<file path="src/assert_macros.svh">
// Assertion macros for the serial master RTL.
// No dependencies; included by files that carry concurrent checks.
`ifndef ASSERT_MACROS_SVH
`define ASSERT_MACROS_SVH

`ifndef SYNTH
// Check on every clock edge, off while reset is asserted.
`define ASSERT_RST(name, clk, rst_n, prop, msg) \
  name: assert property (@(posedge clk) disable iff (!rst_n) prop) else $error(msg);
// Check on every clock edge, reset included.
`define ASSERT_ALWAYS(name, clk, prop, msg) \
  name: assert property (@(posedge clk) prop) else $error(msg);
`else
`define ASSERT_RST(name, clk, rst_n, prop, msg)
`define ASSERT_ALWAYS(name, clk, prop, msg)
`endif

`endif

</file>
<file path="src/twrtc_pkg.sv">
// Types and constants for the three-wire serial RTC master.
// No dependencies; used by every module of the block.
package twrtc_pkg;

  localparam int unsigned ByteBits   = 8;
  localparam int unsigned WordBits   = 2 * ByteBits;
  localparam int unsigned QueueDepth = 2;

  // input mode codes
  localparam logic [1:0] MODE_WRITE = 2'd0;
  localparam logic [1:0] MODE_READ  = 2'd1;
  localparam logic [1:0] MODE_TICK  = 2'd2;

  typedef struct packed {
    logic [1:0]          mode;
    logic [ByteBits-1:0] command_byte;
    logic [6:0]          write_value;
    logic                line_in;
  } in_t;

  typedef struct packed {
    logic                chip_enable;
    logic                clock_pulse;
    logic                line_out;
    logic                line_drive;
    logic                done_res;
    logic [ByteBits-1:0] read_value;
  } out_t;

  typedef enum logic [1:0] {
    OP_START_WR,
    OP_START_RD,
    OP_TICK
  } op_e;

  // classified item as it travels from front to back
  typedef struct packed {
    op_e                 op;
    logic [WordBits-1:0] word;
    logic                line_in;
  } op_t;

endpackage

</file>
<file path="src/twrtc_front.sv">
// Front end: accepts input items, drops unknown modes, builds the send word.
// Depends on twrtc_pkg.
module twrtc_front (
  input  logic             in_valid_i,
  output logic             in_ready_o,
  input  twrtc_pkg::in_t   in_data_i,
  output logic             push_o,
  output twrtc_pkg::op_t   push_data_o,
  input  logic             full_i
);

  // Saturate at 99, then split into tens and ones; tens by reciprocal 205/2048.
  function automatic logic [7:0] to_bcd(input logic [6:0] dec);
    logic [6:0]  sat;
    logic [14:0] prod;
    logic [3:0]  tens;
    logic [6:0]  ones;
    sat  = (dec > 7'd99) ? 7'd99 : dec;
    prod = 15'(sat) * 15'd205;
    tens = prod[14:11];
    ones = sat - 7'(tens) * 7'd10;
    return {tens, ones[3:0]};
  endfunction

  logic accept;
  logic known;

  assign in_ready_o = !full_i;
  assign accept     = in_valid_i && !full_i;

  always_comb begin
    known               = 1'b1;
    push_data_o.op      = twrtc_pkg::OP_TICK;
    push_data_o.word    = '0;
    push_data_o.line_in = in_data_i.line_in;
    unique case (in_data_i.mode)
      twrtc_pkg::MODE_WRITE: begin
        push_data_o.op   = twrtc_pkg::OP_START_WR;
        push_data_o.word = {to_bcd(in_data_i.write_value), in_data_i.command_byte};
      end
      twrtc_pkg::MODE_READ: begin
        push_data_o.op   = twrtc_pkg::OP_START_RD;
        push_data_o.word = {{twrtc_pkg::ByteBits{1'b0}},
                            in_data_i.command_byte + twrtc_pkg::ByteBits'(1)};
      end
      twrtc_pkg::MODE_TICK: begin
        push_data_o.op = twrtc_pkg::OP_TICK;
      end
      default: begin
        known = 1'b0;
      end
    endcase
  end

  // drop unknown modes here so they never reach the back end
  assign push_o = accept && known;

endmodule

</file>
<file path="src/twrtc_fifo.sv">
// Short queue of classified items between front and back end.
// Depends on twrtc_pkg.
module twrtc_fifo #(
  parameter int unsigned Depth = twrtc_pkg::QueueDepth
) (
  input  logic           clk_i,
  input  logic           rst_ni,
  input  logic           push_i,
  input  twrtc_pkg::op_t push_data_i,
  output logic           full_o,
  input  logic           pop_i,
  output logic           valid_o,
  output twrtc_pkg::op_t pop_data_o
);

  localparam int unsigned PtrW = (Depth > 1) ? $clog2(Depth) : 1;
  localparam int unsigned CntW = $clog2(Depth + 1);

  twrtc_pkg::op_t  mem_q [Depth];
  logic [PtrW-1:0] wr_ptr_q, wr_ptr_d;
  logic [PtrW-1:0] rd_ptr_q, rd_ptr_d;
  logic [CntW-1:0] count_q, count_d;
  logic            do_pop;

  assign full_o     = (count_q == CntW'(Depth));
  assign valid_o    = (count_q != '0);
  assign pop_data_o = mem_q[rd_ptr_q];
  assign do_pop     = pop_i && valid_o;

  always_comb begin
    wr_ptr_d = wr_ptr_q;
    rd_ptr_d = rd_ptr_q;
    count_d  = count_q;
    if (push_i) begin
      wr_ptr_d = (wr_ptr_q == PtrW'(Depth - 1)) ? '0 : wr_ptr_q + PtrW'(1);
    end
    if (do_pop) begin
      rd_ptr_d = (rd_ptr_q == PtrW'(Depth - 1)) ? '0 : rd_ptr_q + PtrW'(1);
    end
    if (push_i && !do_pop) begin
      count_d = count_q + CntW'(1);
    end else if (!push_i && do_pop) begin
      count_d = count_q - CntW'(1);
    end
  end

  always_ff @(posedge clk_i or negedge rst_ni) begin
    if (!rst_ni) begin
      wr_ptr_q <= '0;
      rd_ptr_q <= '0;
      count_q  <= '0;
    end else begin
      wr_ptr_q <= wr_ptr_d;
      rd_ptr_q <= rd_ptr_d;
      count_q  <= count_d;
    end
  end

  always_ff @(posedge clk_i) begin
    if (push_i) begin
      mem_q[wr_ptr_q] <= push_data_i;
    end
  end

endmodule

</file>
<file path="src/twrtc_back.sv">
// Back end: runs the access bit by bit and holds the result register.
// Depends on twrtc_pkg and assert_macros.svh.
`include "assert_macros.svh"

module twrtc_back (
  input  logic             clk_i,
  input  logic             rst_ni,
  input  logic             valid_i,
  input  twrtc_pkg::op_t   op_i,
  output logic             pop_o,
  output logic             out_valid_o,
  input  logic             out_ready_i,
  output twrtc_pkg::out_t  out_data_o
);

  localparam int unsigned ByteBits = twrtc_pkg::ByteBits;
  localparam int unsigned WordBits = twrtc_pkg::WordBits;
  localparam int unsigned CntW     = $clog2(WordBits + 1);
  localparam int unsigned PosW     = $clog2(ByteBits);

  // high nibble times ten plus low nibble; invalid digits pass through
  function automatic logic [7:0] from_bcd(input logic [7:0] bcd);
    logic [7:0] hi;
    hi = {4'b0, bcd[7:4]};
    return (hi << 3) + (hi << 1) + {4'b0, bcd[3:0]};
  endfunction

  logic [WordBits-1:0] send_q, send_d;
  logic [CntW-1:0]     count_q, count_d;
  logic                busy_q, busy_d;
  logic                is_read_q, is_read_d;
  logic [ByteBits-1:0] recv_q, recv_d;
  logic                out_valid_q, out_valid_d;
  twrtc_pkg::out_t     out_q, out_d;

  logic                take;
  logic [CntW-1:0]     count_inc;
  logic                receiving;
  logic                done;

  // advance whenever the result register is free or being emptied
  assign take  = !out_valid_q || out_ready_i;
  assign pop_o = take && valid_i;

  assign count_inc = count_q + CntW'(1);
  assign receiving = is_read_q && (count_q >= CntW'(ByteBits));
  assign done      = (count_inc >= CntW'(WordBits));

  always_comb begin
    send_d      = send_q;
    count_d     = count_q;
    busy_d      = busy_q;
    is_read_d   = is_read_q;
    recv_d      = recv_q;
    out_valid_d = out_valid_q && !out_ready_i;
    out_d       = out_q;
    if (pop_o) begin
      unique case (op_i.op) inside
        twrtc_pkg::OP_START_WR,
        twrtc_pkg::OP_START_RD: begin
          // a start while an access runs is dropped
          if (!busy_q) begin
            busy_d    = 1'b1;
            count_d   = '0;
            recv_d    = '0;
            is_read_d = (op_i.op == twrtc_pkg::OP_START_RD);
            send_d    = op_i.word;
          end
        end
        twrtc_pkg::OP_TICK: begin
          if (busy_q) begin
            out_d             = '0;
            out_d.clock_pulse = 1'b1;
            if (receiving) begin
              out_d.line_drive = 1'b0;
              if (op_i.line_in) begin
                recv_d[count_q[PosW-1:0]] = 1'b1;
              end
            end else begin
              out_d.line_drive = 1'b1;
              out_d.line_out   = send_q[0];
              send_d           = send_q >> 1;
            end
            count_d           = count_inc;
            out_d.done_res    = done;
            out_d.chip_enable = !done;
            if (done) begin
              if (is_read_q) begin
                out_d.read_value = from_bcd(recv_d);
              end
              busy_d  = 1'b0;
              count_d = '0;
            end
            out_valid_d = 1'b1;
          end
        end
        default: begin
        end
      endcase
    end
  end

  always_ff @(posedge clk_i or negedge rst_ni) begin
    if (!rst_ni) begin
      send_q      <= '0;
      count_q     <= '0;
      busy_q      <= 1'b0;
      is_read_q   <= 1'b0;
      recv_q      <= '0;
      out_valid_q <= 1'b0;
    end else begin
      send_q      <= send_d;
      count_q     <= count_d;
      busy_q      <= busy_d;
      is_read_q   <= is_read_d;
      recv_q      <= recv_d;
      out_valid_q <= out_valid_d;
    end
  end

  always_ff @(posedge clk_i) begin
    out_q <= out_d;
  end

  assign out_valid_o = out_valid_q;
  assign out_data_o  = out_q;

  `ASSERT_ALWAYS(a_idle_count_zero, clk_i, !busy_q |-> (count_q == '0), "count runs while idle")
  `ASSERT_RST(a_count_in_range, clk_i, rst_ni, count_q < CntW'(WordBits), "count past last tick")
  `ASSERT_RST(a_done_drops_ce, clk_i, rst_ni, out_valid_q |-> (out_q.done_res != out_q.chip_enable), "chip enable not dropped with done")
  `ASSERT_RST(a_value_only_on_done, clk_i, rst_ni, (out_valid_q && !out_q.done_res) |-> (out_q.read_value == '0), "read value outside final tick")

endmodule

</file>
<file path="src/three_wire_rtc_serial_master.sv">
// Top level of the three-wire serial RTC master: front end, queue, back end.
// Depends on twrtc_pkg, twrtc_front, twrtc_fifo and twrtc_back.
//
//   port group   direction  handshake                  payload
//   in_*         input      in_valid_i / in_ready_o    twrtc_pkg::in_t
//   out_*        output     out_valid_o / out_ready_i  twrtc_pkg::out_t
//
// One item per cycle sustained while out_ready_i is high: the front end classifies
// in the accept cycle, the back end handles one queued item per cycle and registers
// its result. A bit tick accepted from in_* is written into the queue, popped into
// the result register, and handed over on out_* from there.
// Reset clears the queue, the access state and the result valid flag.
// A stalled output holds the back end; the queue then fills and in_ready_o drops.
module three_wire_rtc_serial_master #(
  parameter int unsigned QueueDepth = twrtc_pkg::QueueDepth
) (
  input  logic            clk_i,
  input  logic            rst_ni,
  input  logic            in_valid_i,
  output logic            in_ready_o,
  input  twrtc_pkg::in_t  in_data_i,
  output logic            out_valid_o,
  input  logic            out_ready_i,
  output twrtc_pkg::out_t out_data_o
);

  logic           push;
  twrtc_pkg::op_t push_data;
  logic           full;
  logic           pop;
  logic           q_valid;
  twrtc_pkg::op_t q_data;

  twrtc_front u_front (
    .in_valid_i  (in_valid_i),
    .in_ready_o  (in_ready_o),
    .in_data_i   (in_data_i),
    .push_o      (push),
    .push_data_o (push_data),
    .full_i      (full)
  );

  twrtc_fifo #(
    .Depth (QueueDepth)
  ) u_fifo (
    .clk_i       (clk_i),
    .rst_ni      (rst_ni),
    .push_i      (push),
    .push_data_i (push_data),
    .full_o      (full),
    .pop_i       (pop),
    .valid_o     (q_valid),
    .pop_data_o  (q_data)
  );

  twrtc_back u_back (
    .clk_i       (clk_i),
    .rst_ni      (rst_ni),
    .valid_i     (q_valid),
    .op_i        (q_data),
    .pop_o       (pop),
    .out_valid_o (out_valid_o),
    .out_ready_i (out_ready_i),
    .out_data_o  (out_data_o)
  );

endmodule
</file>
<file path="config.mk">
export PLATFORM = sky130hd
export DESIGN_NAME = three_wire_rtc_serial_master
export DESIGN_NICKNAME = d
export VERILOG_FILES = /design/src/twrtc_pkg.sv /design/src/twrtc_front.sv /design/src/twrtc_fifo.sv /design/src/twrtc_back.sv /design/src/three_wire_rtc_serial_master.sv
export VERILOG_INCLUDE_DIRS = /design/src /design/src/src
export SDC_FILE = /design/constraint.sdc
export NUM_CORES = 1
export LEC_CHECK = 0
export ABC_AREA = 1
export BUFFER_PORTS_ARGS = -buffer_cell sky130_fd_sc_hd__buf_2
export CAP_MARGIN = 25
export CORE_UTILIZATION = 48
export CTS_CLUSTER_SIZE = 30
export DETAILED_ROUTE_END_ITERATION = 8
export GPL_TIMING_DRIVEN = 1
export PLACE_DENSITY = 0.68
export SYNTH_ARGS = -nofsm -noshare
export SYNTH_HDL_FRONTEND = slang
export SYNTH_SLANG_ARGS = --single-unit
export TNS_END_PERCENT = 50
</file>
<file path="constraint.sdc">
create_clock -name clk_i -period 2.92 [get_ports clk_i]
set_input_delay 0.292 -clock clk_i [delete_from_list [all_inputs] [get_ports clk_i]]
set_output_delay 0.292 -clock clk_i [all_outputs]
set_load 0.01 [all_outputs]
</file>
Word level (Yosys, flattened, before mapping)
Memories as Yosys holds them, arrays and structs flattened.
Cells that the tools add are included.
{"block": "totals", "reg_bits": 48, "ramBits": 38, "in_bits": 22, "n_memories": 1}
{"name": "u_fifo.mem_q", "words": 2, "width": 19, "read_ports": 1, "rd_ports_with_merged_regs": 0, "write_ports": 1, "line_no": "twrtc_fifo.sv:19", "text": "twrtc_pkg::op_t mem_q [Depth];"}
{"block": "classes", "n_addsub": 9, "multipliers": 2, "n_lt_le_gt_ge": 5, "n_eq_ne": 8, "n_mux": 35, "bitwise": 2, "reduce_logical": 29}
{"cell": "case mux 16 bit (2 select lines)", "n": 2}
{"cell": "two-way mux 8 bit", "n": 7}
{"cell": "two-way mux 16 bit", "n": 3}
{"cell": "case mux 8 bit (2 select lines)", "n": 1}
{"cell": "multiplier 7 x 8 -> 15 bit, second input constant", "n": 1}
{"cell": "two-way mux 5 bit", "n": 3}
{"cell": "two-way mux 1 bit", "n": 12}
{"cell": "case mux 5 bit (2 select lines)", "n": 1}
{"cell": "logical AND 1 bit", "n": 9}
{"cell": "adder 7 x 5 -> 8 bit", "n": 1}
{"cell": "adder 8 x 1 -> 8 bit, second input constant", "n": 1}
{"cell": "adder 8 x 4 -> 8 bit", "n": 1}
{"cell": "bitwise OR 8 bit", "n": 1}
{"cell": "greater-than comparator 7 bit, second input constant", "n": 1}
{"cell": "two-way mux 7 bit", "n": 1}
{"cell": "equality test 2 bit, second input constant", "n": 3}
{"cell": "zero test 1 bit", "n": 6}
{"cell": "AND reduction 3 bit", "n": 2}
{"cell": "nonzero test 2 bit", "n": 3}
{"cell": "adder 5 x 1 -> 5 bit, second input constant", "n": 1}
{"cell": "greater-or-equal comparator 5 x 4 -> 1 bit, second input constant", "n": 1}
{"cell": "greater-or-equal comparator 5 bit, second input constant", "n": 1}
{"cell": "AND reduction 5 bit", "n": 1}
{"cell": "equality test 2 x 1 -> 1 bit, second input constant", "n": 2}
{"cell": "20 further kinds", "n": 25}

Logic depth before layout (Yosys ltp)
Gate-level depths: netlist of the first run.
{"block": "logic_depth", "depth_word": 12, "ltp_mapped": 29}

Hierarchy
Synthesis of the first run repeated with hierarchy kept, for this count alone.
{"block": "unflattened", "cells_unflattened": 642, "hier_area_um2": 5390.2}
{"mod": "twrtc_back", "n_inst": 1, "cells_each": 296, "area_each_um2": 2383.5, "seq_area_each_um2": 1161.1}
{"mod": "twrtc_fifo", "n_inst": 1, "cells_each": 127, "area_each_um2": 1601.5, "seq_area_each_um2": 1241.2}
{"mod": "twrtc_front", "n_inst": 1, "cells_each": 219, "area_each_um2": 1405.1, "seq_area_each_um2": 0.0}

Worst setup path before layout of the first run
No wires, ideal clock.
{"block": "synth_timing", "path_type": "input to register", "start": "input in_data_i[7] in the netlist's numbering", "end": "memory u_fifo.mem_q[0][12] in the netlist's numbering (data pin)", "setup_ns": 0.268, "arrival_ns": 4.162, "setup_slack_ns": -1.510, "cell_stages": 26, "n_path_buf": 0, "cell_sequence": "nand2_1 > inv_1 > nor2_1 > ha_1 > inv_1 > fa_1 > inv_1 > ha_1 > inv_1 > fa_1 > inv_1 > ha_1 > a21oi_1 > o31ai_1 > nand2_1 > nand3_1 > or2_2 > nand2_1 > inv_1 > fa_1 > xor2_1 > inv_1 > nand2_1 > nand2_1 > nand2_1 > a21oi_1"}
{"item": "start: declaration", "line_no": "three_wire_rtc_serial_master.sv:21", "text": "input twrtc_pkg::in_t in_data_i,"}
{"item": "end: declaration", "line_no": "twrtc_fifo.sv:19"}

==> flow_summary.toml, run 1 <==
[run_status]
outcome = "finished with violations"
failed_checks = "setup timing"

[global_route]
antenna_found_initial = 0
grt_max_degree = 37
overflow = 0
grt_pass1_wl_um = 20000
grt_pass1_vias = 4179
grt_usage_pct = 23.0

[yosys]
synth.avg_cell_area_um2 = 9.26
ys_types = 41
syn_area_mm2 = 0.00513
synth_fa_ha_area_share_pct = 15.5
synth-async-reset-ratio_pct = 41.9
yosys.area_share.simple_pct = 16.8
muxShareOfSynthArea_pct = 0
synth_nets = 633
synth_cells = 554
synth_top_area_share_pct = 29.3
yosysMostFrequentCell = "nand2_1"
synth_top_family_by_area = "simple AND/OR/NAND/NOR gates"
synth-edff-count = 50
yosys.area.top_type = "edfxtp_1"
yosysSeqAreaShare_pct = 46.8
synth-seq-cells = 86
synthTopCellsByCount = "nand2_1, inv_1, nor2_1"
synth_xor_area_share_pct = 1.02
synth_ff_type = "edfxtp_1"
yosys_warnings = 0
synth.area.top_cells = "edfxtp_1, dfrtp_1, ha_1"
synth_compound_area_share_pct = 12.0

[place]
place_ws_ps = -1570
port_buffers = 35
post_dp_cell_area_mm2 = 0.00591
gp_congestion = 0.877
dp_hpwl_um = 8360

[floorplan]
dieArea_mm2 = 0.0111
rows = 37
ios = 37
coreArea_mm2 = 0.0103
die_h_um = 105
die_x_um = 105
initial_utilization_pct = 49.7

[routing]
vias = 4240
drtPass1Iterations = 5
post_drt_wl_per_cell_um = 15.1
drc_errors = 0
routed_wl_um = 12300
ant_nets = 0
viasPerCell = 5.22
drt_iter0_drc = 275

[worst_setup_path]
crit_top_cell = "buf_4"
worstPathMaxFanout = 3
cp-end-kind = "flip-flop"
critPathLaunchType = "input port"
crit_arrival_ps = 4200
cpPeakStageDelay_ps = 550
reg2reg_depth = 11
cp_data_required_time_ps = 3000
rr_startpoint = "u_back.is_read_q$_DFFE_PN0P_"
reg2reg_to = "u_back.out_data_o[6]$_SDFFCE_PN0P_"
cp_slowest_cell = "fa_1"
reg2reg_slack_ps = 50
path_class = "input port to flip-flop"
cp_num_buf_inv = 14
cp_top_family = "adder cells"

[timing]
maxSlewHeadroom_pct = 43.6
max_freq_mhz = 243
rsz0062_at_grt = "true"
worst_slew_pin_slew_ps = 846
slew_violations = 0
min_period_ps = 4110
hold_viol_final = 0
timing.final.ws_setup_ps = -1190
setup_viol = 14
finalCritPeriodShare_pct = 141
skew_ps = 15.8

[pwr]
leakagePower_nw = 3.01
peakVddDrop_uv = 470
power_density_mw_per_mm2 = 902

[final_layout]
diodes = 0
fin_nets = 751
postLayoutCellArea_mm2 = 0.00663
drive_above_1_share_pct = 32.1
layout-area-overhead-vs-synth_pct = 29.2

[clock_network]
cts_tree = "yes"
clkSinkCount = 86
cts-root-buf = "clkbuf_8"
numCtsBuffers = 9
clk_pin_slew_worst_paths_ps = 90
htreeDepth = 3
insertion_delay_ps = 350
holdBufCountCts = 0
clock_path_buffers = 2

[flow_run]
drv_cap = 0

[hold_path]
hold_path_class = "input port to async pin"
-- state kept, by name (all words and copies together), names as in the netlist --
signal	cells
u_fifo.mem_q	38
u_back.send_q	16
u_back.out_data_o	12
u_back.recv_q	8
u_back.count_q	5
u_fifo.count_q	2
u_back.busy_q	1
u_back.is_read_q	1
u_back.out_valid_o	1
u_fifo.rd_ptr_q	1
u_fifo.wr_ptr_q	1
-- report_power, final --
part,total (mW),internal [mW],leakage (nW),switching [mW]
clock,0.916,0.486,0.111,0.430
combinational,3.21,1.37,2.04,1.84
sequential,1.85,1.70,0.866,0.157
total,5.98,3.55,3.01,2.43
-- area by class of cell --
class	instances	area [um2]
sequential	86	2400
tap	136	170
clock buffer	9	124
timing repair buffer	120	842
clock inverter	7	97.6
fill	769	3690
multi-input combinational	371	2680
inverter	84	318
-- stage by stage --
step	cells	hold slack (ps)	util (%)	total power, mW	TNS (ps)
after floorplan	554	-3.59	-	3.89	-7630
after global placement	752	434	57.2	4.54	-12100
after detailed placement	752	455	57.2	4.67	-13140
after CTS	811	59.9	63.4	5.83	-8980
after global routing	813	97.1	64.2	6.47	-13640
final	813	30.2	64.2	5.98	-11530
-- repair_timing --
action / CTS / global route
setup endpoints to repair: 16 / 17
resized for setup: 23 / 22
hold endpoints to repair: 0 / 0
pin swaps: 21 / 33
buffers inserted: 43 / 3
-- worst max-delay path by stage --
stage	startpoint	to	cells past startpoint	slack (ps)
floorplan	in_data_i[7]	u_fifo.mem_q[0][12]$_DFFE_PP_	26	-1140
global placement	in_data_i[7]	u_fifo.mem_q[0][12]$_DFFE_PP_	27	-1420
CTS	in_data_i[6]	u_fifo.mem_q[1][12]$_DFFE_PP_	27	-1040
detailed placement	in_data_i[7]	u_fifo.mem_q[1][12]$_DFFE_PP_	26	-1570
finish	in_data_i[7]	u_fifo.mem_q[1][12]$_DFFE_PP_	28	-1190
global route	in_data_i[5]	u_fifo.mem_q[0][12]$_DFFE_PP_	28	-1330
-- cell families (layout without fill, tap and decap cells) --
family | after synthesis | after routing
and+or+nand+nor | 200 | 200
AOI/OAI and AO/OA | 107 | 107
buffers and inverters | 97 | 220
DFF | 86 | 86
adders and majority gates | 57 | 57
xor gates and xnor gates | 6 | 6
other | 1 | 1
-- cell usage in the layout (no fill, tap or decap), types with 3 or more instances in the layout --
master and count:
nand2_1 71, buf_6 3, ha_4 16, inv_2 18, a21oi_1 16, buf_4 85
nand2_2 11, a21oi_2 3, buf_2 31, edfxtp_1 50, nand3_1 20, clkbuf_8 9
nor2_1 67, nor3_1 3, inv_1 64, nor2_2 4, o21ai_1 3, nor2_4 5
xnor2_1 3, ha_1 30, nand2_4 4, o21a_1 15, fa_1 8, or2_2 4
o21ai_0 53, fa_2 3, o22ai_1 5, dfrtp_1 36, nor3b_1 3
-- routing by layer --
metal / vias to the layer above / share of wire, % / track usage, %
met1: 2013 / 45 / 30.7
met3: 29 / 4.7 / 3.40
met4: 0 / 2.2 / 6.94
met5: - / 0 / 0
li1: 2076 / - / -
met2: 122 / 48 / 38.7
(Power assumes the default switching activity.)
==> run 2: changes to the inputs <==
--- a/config.mk
+++ b/config.mk
@@ -9,11 +9,13 @@
 export ABC_AREA = 1
 export BUFFER_PORTS_ARGS = -buffer_cell sky130_fd_sc_hd__buf_2
 export CAP_MARGIN = 25
-export CORE_UTILIZATION = 48
+export CELL_PAD_IN_SITES_DETAIL_PLACEMENT = 1
+export CELL_PAD_IN_SITES_GLOBAL_PLACEMENT = 2
+export CORE_UTILIZATION = 35
 export CTS_CLUSTER_SIZE = 30
 export DETAILED_ROUTE_END_ITERATION = 8
 export GPL_TIMING_DRIVEN = 1
-export PLACE_DENSITY = 0.68
+export PLACE_DENSITY_LB_ADDON = 0.1
 export SYNTH_ARGS = -nofsm -noshare
 export SYNTH_HDL_FRONTEND = slang
 export SYNTH_SLANG_ARGS = --single-unit
==> run 2 against run 1 <==
- fmax is 2.2% higher
- largest power group unchanged
- highest routed layer unchanged
- setup slack better by 90 ps
- flip-flop and latch count stayed put
- sequential share of layout area is 0.21 points higher
- hold slack better by 19 ps
- sequential power hardly changed
- via count is 4.3% lower
- the run still ends with setup timing left
==> flow_summary.toml, run 2 (synthesized netlist as in run 1, its figures left out) <==
[worst_setup_path]
crit_arrival_ps = 4110
path_class = "input port to flip-flop"
cp_data_required_time_ps = 3010
cp-end-kind = "flip-flop"
worstPathMaxFanout = 4
critPathLaunchType = "input port"

[final_layout]
final_common_cell = "inv_1"
fin_cells = 833
largest_reg_flops = 38
fin_nets = 727
drive_above_1_share_pct = 30.0
layout-area-overhead-vs-synth_pct = 28.4
layout_common_cells = "inv_1, nor2_1, nand2_1"
postLayoutCellArea_mm2 = 0.00659
largest_register = "u_fifo.mem_q"
final_util_pct = 46.8
diodes = 0
nFillCells = 1616

[clock_network]
numCtsBuffers = 9
holdBufCountCts = 0
htreeDepth = 3
cts-root-buf = "clkbuf_16"
cts_tree = "yes"
insertion_delay_ps = 350
clock_path_buffers = 2
clkSinkCount = 86
clk_pin_slew_worst_paths_ps = 60

[timing]
hold_ws_ps = 48.8
hold_viol_final = 0
slew_violations = 0
fin_setup_tns_ps = -7270
setup_viol = 15
max_freq_mhz = 248
min_period_ps = 4020
finalCritPeriodShare_pct = 138
worst_slew_pin_slew_ps = 859
maxSlewHeadroom_pct = 42.7
rsz0062_at_grt = "true"
skew_ps = 9.44
timing.final.ws_setup_ps = -1100

[place]
place_inst = 810
post_dp_cell_area_mm2 = 0.00607
place_ws_ps = -1590
port_buffers = 35
gp_congestion = 0.778
dp_hpwl_um = 10000

[floorplan]
initial_utilization_pct = 36.4
die_h_um = 123
rows = 43
ios = 37
dieArea_mm2 = 0.0152
die_x_um = 123
coreArea_mm2 = 0.0141

[routing]
vias = 4056
routed_wl_um = 13200
drtPass1Iterations = 4
viasPerCell = 4.87
post_drt_wl_per_cell_um = 15.9
drc_errors = 0
ant_nets = 0
drt_iter0_drc = 125

[pwr]
pwr-share-comb_pct = 51.6
power_density_mw_per_mm2 = 945
pwr-share-seq_pct = 29.8
power.internal_mw = 3.72
p_sw_share_pct = 40.2
p_sw_mw = 2.51
peakVddDrop_uv = 363
power_mw = 6.23
pwr-share-clk_pct = 18.6
leakagePower_nw = 2.95

[run_status]
outcome = "finished with violations"
failed_checks = "setup timing"

[global_route]
overflow = 0
grt_max_degree = 37
grt_pass1_vias = 4461
grt_pass1_wl_um = 22400
grt_usage_pct = 19.6
antenna_found_initial = 0

[hold_path]
hold_path_class = "input port to async pin"

[flow_run]
drv_cap = 0
-- run 2: cell types whose count changed in the layout (fill, tap and decap cells not counted), sizes merged --
cell,change
buf,-24
bufinv,-1
clkbuf,+1
clkinv,-1
inv,+1
-- run 2: power groups by stage --
stage | sequential [mW] | clock, mW | combinational (mW)
after detailed placement | 1.88 | 0 | 2.98
after CTS | 1.86 | 1.18 | 3.16
after global routing | 1.90 | 1.24 | 3.65
after global placement | 1.86 | 0 | 2.86
after floorplan | 1.86 | 0 | 2.03
final | 1.86 | 1.16 | 3.21
-- run 2: repair_timing --
action / CTS / global route
cloned: 0 / 0
endpoints found under the setup margin: 15 / 17
gates resized for setup: 30 / 18
pin swaps: 17 / 10
setup buffers: 6 / 1
-- run 2: final timing paths --
kind / startpoint / endpoint / slack, ps / cells past startpoint
min in group clk_i: in_data_i[0] / u_fifo.mem_q[1][0]$_DFFE_PP_ / 160 / 1
worst max-delay path: in_data_i[7] / u_fifo.mem_q[0][12]$_DFFE_PP_ / -1100 / 27
worst min-delay path: rst_ni / u_back.recv_q[2]$_DFFE_PN0P_ / 50 / 1
worst max register to register: u_fifo.rd_ptr_q$_DFFE_PN0P_ / u_back.out_data_o[6]$_SDFFCE_PN0P_ / -30 / 12
worst min register to register: u_back.send_q[8]$_DFFE_PN0P_ / u_back.send_q[8]$_DFFE_PN0P_ / 490 / 1
max in group asynchronous: rst_ni / u_back.send_q[15]$_DFFE_PN0P_ / 2320 / 1
-- run 2: cell type report --
type                    count  area (um2)  share of cell area [%]
flip-flops and latches     86        2400                    36.4
inverters                  84         318                    4.82
clock inverters             6        68.8                    1.04
clock buffers              10         229                    3.47
well taps                 180         225                    3.42
repair buffers             96         666                    10.1
multi-input cells         371        2680                    40.7
-- run 2: worst max-delay path, stage by stage --
cell and delay (ps):
buf_6 100, nand2_4 80, inv_4 40, nor2_4 140, ha_4 160, inv_2 30, fa_1 520, inv_1 40
ha_1 270, inv_1 50, fa_1 510, inv_2 50, ha_4 240, a21oi_4 140, o31ai_2 80, nand2_1 80
nand3_2 80, or2_4 230, nand2_2 80, inv_2 40, fa_2 340, xor2_2 180, inv_1 80, nand2_2 90
nand2_2 50, nand2_2 60, a21oi_2 50
-- run 2: per-layer routing --
layer | up-vias | share of wire, % | global-route usage [%]
li1 | 2026 | - | -
met1 | 1973 | 47 | 24.9
met2 | 45 | 49 | 33.8
met3 | 12 | 2.3 | 3.83
met4 | 0 | 1.4 | 5.72
met5 | - | 0 | 0
